===== src/sv/scdp_pkg.sv =====
`timescale 1ns / 1ps
`default_nettype none

package scdp_pkg;

    localparam int MAX_SEEDS_DEF = 64;

    localparam logic [7:0] NO_SEED_DIST = 8'd255;
    localparam int         WEIGHT_SCALE = 10;

    localparam logic [1:0] CMD_CLASSIFY = 2'd0;
    localparam logic [1:0] CMD_ADD_SEED = 2'd1;
    localparam logic [1:0] CMD_CLEAR    = 2'd2;

    localparam logic [2:0] ST_PIXEL_OK  = 3'd0;
    localparam logic [2:0] ST_BOTH_ZERO = 3'd1;
    localparam logic [2:0] ST_STORED    = 3'd2;
    localparam logic [2:0] ST_DROPPED   = 3'd3;
    localparam logic [2:0] ST_CLEARED   = 3'd4;

    typedef enum logic [2:0] {
        S_IDLE,
        S_DECODE,
        S_SEED,
        S_CLEAR,
        S_SCAN,
        S_DIV_LOAD,
        S_DIV,
        S_EMIT
    } t_state;

    typedef struct packed {
        logic in_load;
        logic seed_wr;
        logic clear;
        logic scan;
        logic div_load;
        logic div_step;
        logic emit;
    } t_ctrl_cmd;

    typedef struct packed {
        logic [1:0] cmd;
        logic       scan_done;
        logic       both_zero;
        logic       div_last;
        logic       out_free;
    } t_dp_stat;

    function automatic logic [7:0] abs_diff8(input logic [7:0] a, input logic [7:0] b);
        return (a > b) ? (a - b) : (b - a);
    endfunction

endpackage

`default_nettype wire


===== src/sv/scdp_if.sv =====
`timescale 1ns / 1ps
`default_nettype none

interface scdp_px_if;
    logic       valid;
    logic       ready;
    logic [1:0] cmd;
    logic [7:0] chan_blue;
    logic [7:0] chan_green;
    logic [7:0] chan_red;
    logic       is_foreground;

    modport source (output valid, cmd, chan_blue, chan_green, chan_red, is_foreground,
                    input ready);
    modport sink   (input valid, cmd, chan_blue, chan_green, chan_red, is_foreground,
                    output ready);
endinterface

interface scdp_res_if;
    logic       valid;
    logic       ready;
    logic [7:0] dist_fore;
    logic [7:0] dist_back;
    logic [3:0] weight_source;
    logic [3:0] weight_sink;
    logic [2:0] status;

    modport source (output valid, dist_fore, dist_back, weight_source, weight_sink, status,
                    input ready);
    modport sink   (input valid, dist_fore, dist_back, weight_source, weight_sink, status,
                    output ready);
endinterface

`default_nettype wire


===== src/sv/scdp_ram.sv =====
`timescale 1ns / 1ps
`default_nettype none

module scdp_ram #(
    parameter  int WIDTH  = 25,
    parameter  int DEPTH  = 64,
    localparam int ADDR_W = (DEPTH > 1) ? $clog2(DEPTH) : 1
) (
    input  logic              i_clk,
    input  logic              i_we,
    input  logic [ADDR_W-1:0] i_waddr,
    input  logic [WIDTH-1:0]  i_wdata,
    input  logic              i_re,
    input  logic [ADDR_W-1:0] i_raddr,
    output logic [WIDTH-1:0]  o_rdata
);

    logic [WIDTH-1:0] r_mem [DEPTH];
    logic [WIDTH-1:0] r_rdata;

    always_ff @(posedge i_clk) begin
        if (i_we) begin
            r_mem[i_waddr] <= i_wdata;
        end
        if (i_re) begin
            r_rdata <= r_mem[i_raddr];
        end
    end

    assign o_rdata = r_rdata;

endmodule

`default_nettype wire


===== src/sv/scdp_ctrl.sv =====
`timescale 1ns / 1ps
`default_nettype none

module scdp_ctrl (
    input  logic                 i_clk,
    input  logic                 i_rst_n,
    input  logic                 i_in_valid,
    output logic                 o_in_ready,
    input  scdp_pkg::t_dp_stat   i_stat,
    output scdp_pkg::t_ctrl_cmd  o_cmd
);

    import scdp_pkg::*;

    t_state r_state;
    t_state n_state;

    always_ff @(posedge i_clk) begin
        if (!i_rst_n) begin
            r_state <= S_IDLE;
        end else begin
            r_state <= n_state;
        end
    end

    always_comb begin
        n_state = r_state;
        unique case (r_state)
            S_IDLE: begin
                if (i_in_valid) n_state = S_DECODE;
            end
            S_DECODE: begin
                unique case (i_stat.cmd)
                    CMD_CLASSIFY: n_state = S_SCAN;
                    CMD_ADD_SEED: n_state = S_SEED;
                    CMD_CLEAR:    n_state = S_CLEAR;
                    default:      n_state = S_IDLE;
                endcase
            end
            S_SEED:     n_state = S_EMIT;
            S_CLEAR:    n_state = S_EMIT;
            S_SCAN: begin
                if (i_stat.scan_done) n_state = S_DIV_LOAD;
            end
            S_DIV_LOAD: n_state = i_stat.both_zero ? S_EMIT : S_DIV;
            S_DIV: begin
                if (i_stat.div_last) n_state = S_EMIT;
            end
            S_EMIT: begin
                if (i_stat.out_free) n_state = S_IDLE;
            end
            default:    n_state = S_IDLE;
        endcase
    end

    always_comb begin
        o_in_ready     = (r_state == S_IDLE);
        o_cmd          = '0;
        o_cmd.in_load  = (r_state == S_IDLE) && i_in_valid;
        o_cmd.seed_wr  = (r_state == S_SEED);
        o_cmd.clear    = (r_state == S_CLEAR);
        o_cmd.scan     = (r_state == S_SCAN);
        o_cmd.div_load = (r_state == S_DIV_LOAD);
        o_cmd.div_step = (r_state == S_DIV);
        o_cmd.emit     = (r_state == S_EMIT) && i_stat.out_free;
    end

endmodule

`default_nettype wire


===== src/sv/scdp_dp.sv =====
`timescale 1ns / 1ps
`default_nettype none

module scdp_dp #(
    parameter int MAX_SEEDS = scdp_pkg::MAX_SEEDS_DEF
) (
    input  logic                i_clk,
    input  logic                i_rst_n,
    scdp_px_if.sink             i_px,
    scdp_res_if.source          o_res,
    input  scdp_pkg::t_ctrl_cmd i_cmd,
    output scdp_pkg::t_dp_stat  o_stat
);

    import scdp_pkg::*;

    localparam int AW = (MAX_SEEDS > 1) ? $clog2(MAX_SEEDS) : 1;
    localparam int CW = $clog2(MAX_SEEDS + 1);

    logic [1:0]    r_cmd;
    logic [7:0]    r_b;
    logic [7:0]    r_g;
    logic [7:0]    r_r;
    logic          r_fg;
    logic [CW-1:0] r_count;
    logic [CW-1:0] r_idx;
    logic          r_rd_vld;
    logic [7:0]    r_df;
    logic [7:0]    r_db;
    logic [11:0]   r_rem_s;
    logic [11:0]   r_rem_k;
    logic [11:0]   r_den;
    logic [3:0]    r_ws;
    logic [3:0]    r_wk;
    logic [1:0]    r_step;
    logic [2:0]    r_status;
    logic          r_ovalid;
    logic [7:0]    r_o_df;
    logic [7:0]    r_o_db;
    logic [3:0]    r_o_ws;
    logic [3:0]    r_o_wk;
    logic [2:0]    r_o_status;

    logic          full;
    logic          issue;
    logic          ram_we;
    logic [24:0]   ram_q;
    logic [7:0]    cheb_d;
    logic [7:0]    d_b;
    logic [7:0]    d_g;
    logic [7:0]    d_r;
    logic [8:0]    dsum;
    logic          ge_s;
    logic          ge_k;
    logic          out_free;

    assign full     = (r_count == CW'(MAX_SEEDS));
    assign issue    = i_cmd.scan && (r_idx != r_count);
    assign ram_we   = i_cmd.seed_wr && !full;
    assign out_free = !r_ovalid || o_res.ready;

    // entry layout: {fg, red, green, blue}
    scdp_ram #(
        .WIDTH (25),
        .DEPTH (MAX_SEEDS)
    ) u_seed_ram (
        .i_clk   (i_clk),
        .i_we    (ram_we),
        .i_waddr (r_count[AW-1:0]),
        .i_wdata ({r_fg, r_r, r_g, r_b}),
        .i_re    (issue),
        .i_raddr (r_idx[AW-1:0]),
        .o_rdata (ram_q)
    );

    always_comb begin
        d_b    = abs_diff8(r_b, ram_q[7:0]);
        d_g    = abs_diff8(r_g, ram_q[15:8]);
        d_r    = abs_diff8(r_r, ram_q[23:16]);
        cheb_d = d_b;
        if (d_g > cheb_d) cheb_d = d_g;
        if (d_r > cheb_d) cheb_d = d_r;
        dsum = {1'b0, r_df} + {1'b0, r_db};
        ge_s = (r_rem_s >= r_den);
        ge_k = (r_rem_k >= r_den);
    end

    always_ff @(posedge i_clk) begin
        if (!i_rst_n) begin
            r_count  <= '0;
            r_rd_vld <= 1'b0;
            r_ovalid <= 1'b0;
        end else begin
            r_rd_vld <= issue;
            if (ram_we) begin
                r_count <= r_count + CW'(1);
            end else if (i_cmd.clear) begin
                r_count <= '0;
            end
            if (i_cmd.emit) begin
                r_ovalid <= 1'b1;
            end else if (o_res.ready) begin
                r_ovalid <= 1'b0;
            end
        end
    end

    always_ff @(posedge i_clk) begin
        if (i_cmd.in_load) begin
            r_cmd <= i_px.cmd;
            r_b   <= i_px.chan_blue;
            r_g   <= i_px.chan_green;
            r_r   <= i_px.chan_red;
            r_fg  <= i_px.is_foreground;
            r_idx <= '0;
            r_df  <= NO_SEED_DIST;
            r_db  <= NO_SEED_DIST;
            r_ws  <= '0;
            r_wk  <= '0;
        end
        if (issue) begin
            r_idx <= r_idx + CW'(1);
        end
        if (r_rd_vld) begin
            if (ram_q[24]) begin
                if (cheb_d < r_df) r_df <= cheb_d;
            end else begin
                if (cheb_d < r_db) r_db <= cheb_d;
            end
        end
        if (i_cmd.seed_wr) begin
            r_df     <= '0;
            r_db     <= '0;
            r_status <= full ? ST_DROPPED : ST_STORED;
        end
        if (i_cmd.clear) begin
            r_df     <= '0;
            r_db     <= '0;
            r_status <= ST_CLEARED;
        end
        if (i_cmd.div_load) begin
            // 10*x as 8x + 2x; divisor aligned to quotient bit 3
            r_rem_s  <= {1'b0, r_db, 3'b000} + {3'b000, r_db, 1'b0};
            r_rem_k  <= {1'b0, r_df, 3'b000} + {3'b000, r_df, 1'b0};
            r_den    <= {dsum, 3'b000};
            r_step   <= 2'd3;
            r_status <= (dsum == 9'd0) ? ST_BOTH_ZERO : ST_PIXEL_OK;
        end
        if (i_cmd.div_step) begin
            r_ws    <= {r_ws[2:0], ge_s};
            r_wk    <= {r_wk[2:0], ge_k};
            r_rem_s <= ge_s ? (r_rem_s - r_den) : r_rem_s;
            r_rem_k <= ge_k ? (r_rem_k - r_den) : r_rem_k;
            r_den   <= {1'b0, r_den[11:1]};
            r_step  <= r_step - 2'd1;
        end
        if (i_cmd.emit) begin
            r_o_df     <= r_df;
            r_o_db     <= r_db;
            r_o_ws     <= r_ws;
            r_o_wk     <= r_wk;
            r_o_status <= r_status;
        end
    end

    always_comb begin
        o_stat.cmd       = r_cmd;
        o_stat.scan_done = (r_idx == r_count) && !r_rd_vld;
        o_stat.both_zero = (dsum == 9'd0);
        o_stat.div_last  = (r_step == 2'd0);
        o_stat.out_free  = out_free;
    end

    assign o_res.valid         = r_ovalid;
    assign o_res.dist_fore     = r_o_df;
    assign o_res.dist_back     = r_o_db;
    assign o_res.weight_source = r_o_ws;
    assign o_res.weight_sink   = r_o_wk;
    assign o_res.status        = r_o_status;

    a_count_bound: assert property (@(posedge i_clk) disable iff (!i_rst_n)
        r_count <= CW'(MAX_SEEDS))
        else $error("seed count beyond table depth");

    a_emit_free: assert property (@(posedge i_clk) disable iff (!i_rst_n)
        i_cmd.emit |-> (!r_ovalid || o_res.ready))
        else $error("result overwrites a pending transfer");

    a_weight_sum: assert property (@(posedge i_clk) disable iff (!i_rst_n)
        r_ovalid |-> (({1'b0, r_o_ws} + {1'b0, r_o_wk}) <= 5'(WEIGHT_SCALE)))
        else $error("weights exceed scale");

    a_both_zero: assert property (@(posedge i_clk) disable iff (!i_rst_n)
        (r_ovalid && (r_o_status == ST_BOTH_ZERO)) |->
        ((r_o_df == 8'd0) && (r_o_db == 8'd0) && (r_o_ws == 4'd0) && (r_o_wk == 4'd0)))
        else $error("zero-distance result carries nonzero fields");

endmodule

`default_nettype wire


===== src/sv/seed_color_distance_prior.sv =====
`timescale 1ns / 1ps
`default_nettype none

// Seed color distance prior. Each transfer on i_px carries a command: add a seed color
// (foreground or background) to a table of MAX_SEEDS entries, clear the table, or
// classify a pixel, which returns the least Chebyshev distance to each seed class (255
// for an empty class) and the prior weights 10*db/(df+db) and 10*df/(df+db); both
// weights are 0 with status 1 when both distances are zero. Every command except the
// unused code 3 gives exactly one transfer on o_res. One command is in flight at a time.
// A classify walks the seed RAM at one entry per cycle and then runs a four-step
// quotient loop, which is skipped when both distances are zero. A result that still
// waits on o_res holds the next one back until it is taken. The input is taken again
// while a result still waits on o_res. The seed table needs no clearing pass: only
// entries below the seed count are read.
module seed_color_distance_prior #(
    parameter int MAX_SEEDS = scdp_pkg::MAX_SEEDS_DEF
) (
    input  logic        i_clk,
    input  logic        i_rst_n,
    scdp_px_if.sink     i_px,
    scdp_res_if.source  o_res
);

    import scdp_pkg::*;

    t_ctrl_cmd ctrl_cmd;
    t_dp_stat  dp_stat;
    logic      in_ready;

    assign i_px.ready = in_ready;

    scdp_ctrl u_ctrl (
        .i_clk      (i_clk),
        .i_rst_n    (i_rst_n),
        .i_in_valid (i_px.valid),
        .o_in_ready (in_ready),
        .i_stat     (dp_stat),
        .o_cmd      (ctrl_cmd)
    );

    scdp_dp #(
        .MAX_SEEDS (MAX_SEEDS)
    ) u_dp (
        .i_clk   (i_clk),
        .i_rst_n (i_rst_n),
        .i_px    (i_px),
        .o_res   (o_res),
        .i_cmd   (ctrl_cmd),
        .o_stat  (dp_stat)
    );

endmodule

`default_nettype wire

===== src/flat_wrapper.sv =====
// flat-port wrapper written by rule: the top's interface ports become plain ports
module seed_color_distance_prior_flat import scdp_pkg::*;
#(
    parameter int MAX_SEEDS = scdp_pkg::MAX_SEEDS_DEF
)
  (i_clk, i_rst_n, i_px_valid, i_px_cmd, i_px_chan_blue, i_px_chan_green, i_px_chan_red, i_px_is_foreground, i_px_ready, o_res_valid, o_res_dist_fore, o_res_dist_back, o_res_weight_source, o_res_weight_sink, o_res_status, o_res_ready);
  scdp_px_if i_px_i ();
  scdp_res_if o_res_i ();
  input  logic i_clk;
  input  logic i_rst_n;
  input wire logic [$bits(i_px_i.valid)-1:0] i_px_valid;
  input wire logic [$bits(i_px_i.cmd)-1:0] i_px_cmd;
  input wire logic [$bits(i_px_i.chan_blue)-1:0] i_px_chan_blue;
  input wire logic [$bits(i_px_i.chan_green)-1:0] i_px_chan_green;
  input wire logic [$bits(i_px_i.chan_red)-1:0] i_px_chan_red;
  input wire logic [$bits(i_px_i.is_foreground)-1:0] i_px_is_foreground;
  output wire logic [$bits(i_px_i.ready)-1:0] i_px_ready;
  output wire logic [$bits(o_res_i.valid)-1:0] o_res_valid;
  output wire logic [$bits(o_res_i.dist_fore)-1:0] o_res_dist_fore;
  output wire logic [$bits(o_res_i.dist_back)-1:0] o_res_dist_back;
  output wire logic [$bits(o_res_i.weight_source)-1:0] o_res_weight_source;
  output wire logic [$bits(o_res_i.weight_sink)-1:0] o_res_weight_sink;
  output wire logic [$bits(o_res_i.status)-1:0] o_res_status;
  input wire logic [$bits(o_res_i.ready)-1:0] o_res_ready;
  assign i_px_i.valid = i_px_valid;
  assign i_px_i.cmd = i_px_cmd;
  assign i_px_i.chan_blue = i_px_chan_blue;
  assign i_px_i.chan_green = i_px_chan_green;
  assign i_px_i.chan_red = i_px_chan_red;
  assign i_px_i.is_foreground = i_px_is_foreground;
  assign i_px_ready = i_px_i.ready;
  assign o_res_valid = o_res_i.valid;
  assign o_res_dist_fore = o_res_i.dist_fore;
  assign o_res_dist_back = o_res_i.dist_back;
  assign o_res_weight_source = o_res_i.weight_source;
  assign o_res_weight_sink = o_res_i.weight_sink;
  assign o_res_status = o_res_i.status;
  assign o_res_i.ready = o_res_ready;
  seed_color_distance_prior #(.MAX_SEEDS(MAX_SEEDS)) u_core (.i_clk(i_clk), .i_rst_n(i_rst_n), .i_px(i_px_i), .o_res(o_res_i));
endmodule

===== config.mk =====
export PLATFORM = sky130hd
export DESIGN_NAME = seed_color_distance_prior_flat
export DESIGN_NICKNAME = d
export VERILOG_FILES = /design/src/sv/scdp_pkg.sv /design/src/sv/scdp_if.sv /design/src/sv/scdp_ram.sv /design/src/sv/scdp_ctrl.sv /design/src/sv/scdp_dp.sv /design/src/sv/seed_color_distance_prior.sv /design/src/flat_wrapper.sv
export SDC_FILE = /design/constraint.sdc
export NUM_CORES = 2
export LEC_CHECK = 0
export ABC_AREA = 1
export CORE_MARGIN = 2
export CORE_UTILIZATION = 45
export CTS_BUF_LIST = sky130_fd_sc_hd__clkbuf_4
export DETAILED_ROUTE_END_ITERATION = 10
export DONT_BUFFER_PORTS = 1
export HOLD_SLACK_MARGIN = 0.08
export SETUP_SLACK_MARGIN = 0.1
export SYNTH_ARGS = -nofsm -noshare
export SYNTH_HDL_FRONTEND = slang
export SYNTH_SLANG_ARGS = --single-unit

===== constraint.sdc =====
create_clock -name i_clk -period 6.8 [get_ports i_clk]
set_input_delay 1.02 -clock i_clk [delete_from_list [all_inputs] [get_ports i_clk]]
set_output_delay 1.02 -clock i_clk [all_outputs]
set_load 0.1 [all_outputs]

==> flow_metrics.env <==
export IMPL_arrival_ps=7520
export IMPL_power_density_mw_per_mm2=440
export IMPL_wire_per_inst_um=24.8
export IMPL_grt_pass1_wl_um=301000
export IMPL_drv_slew=0
export IMPL_top_layer="met5"
export IMPL_fin_cells=8292
export IMPL_synth_ff_type="edfxtp_1"
export IMPL_reg2reg_slack_ps=540
export IMPL_maxCapViolations=0
export IMPL_crit_family="simple AND/OR/NAND/NOR gates"
export IMPL_reg2reg_depth=40
export IMPL_dpl_hpwl_um=117000
export IMPL_num_vias=47777
export IMPL_place_congestion=0.897
export IMPL_slowest_stage="edfxtp_1"
export IMPL_clkSlewWorstSetupHoldPaths_ps=60
export IMPL_num_io_pins=60
export IMPL_post_route_period_util_pct=92.0
export IMPL_clk_latency_ps=1410
export IMPL_numCtsBuffers=458
export IMPL_worstHoldStart="i_px_is_foreground"
export IMPL_final_setup_tns_ps=0
export IMPL_rows=147
export IMPL_critPathMaxFanout=12
export IMPL_port_buffers=0
export IMPL_violations="design-rule violations"
export IMPL_cp_end_kind="flip-flop"
export IMPL_startpoint_type="flip-flop"
export IMPL_min_path_cells=1
export IMPL_r2r_start="u_core.u_dp.r_b[0]$_DFFE_PP_"
export IMPL_fp_coreArea_mm2=0.161
export IMPL_placedCellCount=7478
export IMPL_grt_pass1_vias=46086
export IMPL_grt_usage_pct=24.7
export IMPL_yosysSeqAreaShare_pct=72.1
export IMPL_synth_top_area_share_pct=71.3
export IMPL_postRouteAntennaNets=0
export IMPL_dieWidth_um=407
export IMPL_cts_tree="built"
export IMPL_grt_antenna_before_repair=22
export IMPL_fin_crit_ps=6260
export IMPL_clock_root_buffer="clkbuf_4"
export IMPL_wl_met3_um=16700
export IMPL_setup_viol=0
export IMPL_synth_edf_count=1734
export IMPL_drt_met1_wl_um=83600
export IMPL_min_to="u_core.u_dp.r_fg$_DFFE_PP_"
export IMPL_viasPerCell=5.76
export IMPL_drt_pass1_iter_count=9
export IMPL_drt_initial_drc_count=5381
export IMPL_path_common_cell="nand2_1"
export IMPL_avgSynthCellArea_um2=13.3
export IMPL_grt_max_degree=176
export IMPL_start_util_pct=45.4
export IMPL_synth_area_leader_cell="edfxtp_1"
export IMPL_seq_area_mm2=0.0527
export IMPL_syn_to_final_growth_pct=12.1
export IMPL_hold_class="primary input to flip-flop"
export IMPL_die_h_um=407
export IMPL_reg2reg_to="u_core.u_dp.r_db[3]$_SDFF_PP0_"
export IMPL_fin_worst_skew_ps=142
export IMPL_syn_nets=5678
export IMPL_slew_headroom_pct=18.2
export IMPL_yosys_cell_types_count=56
export IMPL_max_freq_ghz=0.160
export IMPL_critPathRequiredTime_ps=8070
export IMPL_tightestPinTransition_ps=1220
export IMPL_leakagePower_nw=28.0
export IMPL_crit_type="flip-flop to flip-flop"
export IMPL_h_tree_depth=5
export IMPL_synth_seq_cells=1763
export IMPL_fillCellCount=13909
export IMPL_routed_wl_met2_um=97300
export IMPL_netlist_top_cells_area="edfxtp_1 71%, nor2_1 5.6%, o21ai_0 3.2%, o32ai_1 2.9%, mux2i_1 2.2%"
export IMPL_critPathBufInv=6
export IMPL_die_area_mm2=0.166
export IMPL_multi_input_area_mm2=0.0185
export IMPL_ys_warn_count=0
export IMPL_synth_cell_area_mm2=0.0731
export IMPL_final_nets=5992
export IMPL_max_stage_delay_ps=420
export IMPL_status="complete, but fails checks"
export IMPL_synthCells=5513
export IMPL_rsz0062_at_grt="false"
export IMPL_hold_violations=0
export IMPL_clock_sinks=1763
export IMPL_drc_errors=2
export IMPL_grt_overflow=0
export IMPL_synthArstFlopShare_pct=0
export IMPL_drive_gt1_share_pct=15.8
export IMPL_wl_um=206000
export IMPL_vdd_ir_drop_max_v=0.000473
export IMPL_clock_path_buffers=4
[registers in the layout, summed over array words and instances, names as in the netlist, 7 cells and up]
register,count
u_core.u_dp.r_den,12
u_core.u_dp.r_idx,7
u_core.u_dp.r_rem_s,12
u_core.u_dp.r_rem_k,12
u_core.u_dp.r_r,8
u_core.u_dp.r_g,8
u_core.u_dp.r_db,8
u_core.u_dp.r_df,8
u_core.u_dp.r_count,7
u_core.u_dp.o_res.dist_fore,8
u_core.u_dp.r_b,8
u_core.u_dp.o_res.dist_back,8
u_core.u_dp.u_seed_ram.r_mem,1600
u_core.u_dp.u_seed_ram.o_rdata,25
[through the flow]
step           setup WS (ps)  hold slack (ps)  area [µm²]  utilization [%]  power (mW)
6_report                 543              276       81900             50.9        36.0
4_1_cts                  181             97.6       81700             50.8        35.6
3_5_place_dp             245              420       75900             47.2        26.8
5_1_grt                 21.2              148       81900             50.9        38.2
3_3_place_gp             345              410       75900             47.2        26.7
2_1_floorplan            104              400       73100                -        22.3
[where the power goes]
group          switching (mW)  internal, mW  leakage (nW)  total [mW]
registers               0.281          12.9          15.8        13.2
logic                    9.78          4.38          8.87        14.2
clock network            4.15          4.57          3.29        8.72
[cells in the final DEF (no fill, tap or decap), types with 11 or more instances in the layout]
cell type	instances
edfxtp_1	1734
a31oi_1	44
clkinv_1	72
o32ai_1	246
fa_1	11
o221ai_1	156
nand2_1	361
inv_2	12
buf_4	143
nor2_1	1018
a21oi_1	137
ha_1	123
mux2i_1	158
o211ai_1	46
nand3_1	169
xnor2_1	14
nand2_2	17
a221o_1	18
xor2_1	31
clkbuf_4	673
inv_1	216
dlygate4sd3_1	30
nor2_2	64
dfxtp_1	29
buf_12	15
o21ai_0	463
[synth_stat cells (4+ instances only)]
| master | count |
|---|---|
| or2_2 | 5 |
| nand2_2 | 16 |
| nand2_4 | 6 |
| o21ai_2 | 4 |
| a31oi_1 | 44 |
| o21a_1 | 4 |
| nor3_1 | 6 |
| a221o_1 | 18 |
| nor2_1 | 1082 |
| o211ai_1 | 46 |
| o22ai_1 | 9 |
| xor2_1 | 31 |
| clkbuf_1 | 289 |
| buf_2 | 4 |
| nand2_1 | 362 |
| a32o_1 | 9 |
| edfxtp_1 | 1734 |
| buf_1 | 43 |
| xnor2_1 | 14 |
| ha_1 | 123 |
| clkinv_1 | 5 |
| o31ai_1 | 8 |
| nand3_1 | 169 |
| nand4_1 | 9 |
| inv_1 | 225 |
| dfxtp_1 | 29 |
| o21bai_1 | 9 |
| o32ai_1 | 246 |
| mux2i_1 | 160 |
| o21ai_0 | 465 |
| fa_1 | 11 |
| a21oi_1 | 137 |
| o221ai_1 | 156 |
[worst max path at each step]
| stage | startpoint | to | cells past startpoint |
|---|---|---|---|
| finish | u_core.u_dp.r_b[0]$_DFFE_PP_ | u_core.u_dp.r_db[3]$_SDFF_PP0_ | 40 |
| global route | u_core.u_dp.r_b[0]$_DFFE_PP_ | u_core.u_dp.r_db[0]$_SDFF_PP0_ | 39 |
| CTS | u_core.u_dp.r_g[0]$_DFFE_PP_ | u_core.u_dp.r_df[6]$_SDFF_PP0_ | 37 |
| detailed placement | u_core.u_dp.r_b[0]$_DFFE_PP_ | u_core.u_dp.r_df[4]$_SDFF_PP0_ | 36 |
| global placement | u_core.u_dp.r_g[0]$_DFFE_PP_ | u_core.u_dp.r_df[5]$_SDFF_PP0_ | 37 |
| floorplan | u_core.u_dp.r_g[6]$_DFFE_PP_ | u_core.u_dp.r_db[7]$_SDFF_PP0_ | 37 |
[kinds of logic after synthesis]
logic type,after synthesis,share of synthesized area (%)
XOR/XNOR,45,0.540
AO/OA/AOI/OAI,1173,10.7
adder cells (fa/ha/maj),134,2.41
flip-flops,1763,72.1
multiplexers,160,2.19
buffers and inverters,567,2.93
AND/OR/NAND/NOR,1671,9.14
[final cells by class]
cell class | instances | share of cell area (%)
flip-flops and latches | 1763 | 64.3
repair buffers | 189 | 2.06
diodes | 8 | 0.0244
clock inverters | 84 | 0.498
well taps | 2160 | 3.30
multi-input cells | 3184 | 22.6
repair inverters | 1 | 0.00611
inverters | 230 | 1.07
clock buffers | 673 | 6.17
[layer usage]
layer / vias to the layer above / track usage, %
li1: 21505 / -
met2: 2112 / 39.7
met3: 433 / 5.34
met5: - / 0
met4: 8 / 10.0
met1: 23719 / 32.6
[repair_timing]
action	in CTS	in global routing
setup buffers	0	16
endpoints found under the hold margin	39	0
resized for setup	0	9
endpoints found under the setup margin	0	16
hold buffers	30	0
[worst reg2reg max path: cells and delay by family (launching register included)]
family / cells / cell delay (ps)
fa+ha+maj: 5 / 1430
compound gates: 9 / 1560
mux: 1 / 240
buf+inv: 6 / 690
flops: 1 / 420
simple gates: 18 / 1560
xor+xnor: 1 / 270
No activity file was read; power rests on OpenSTA's default activity.
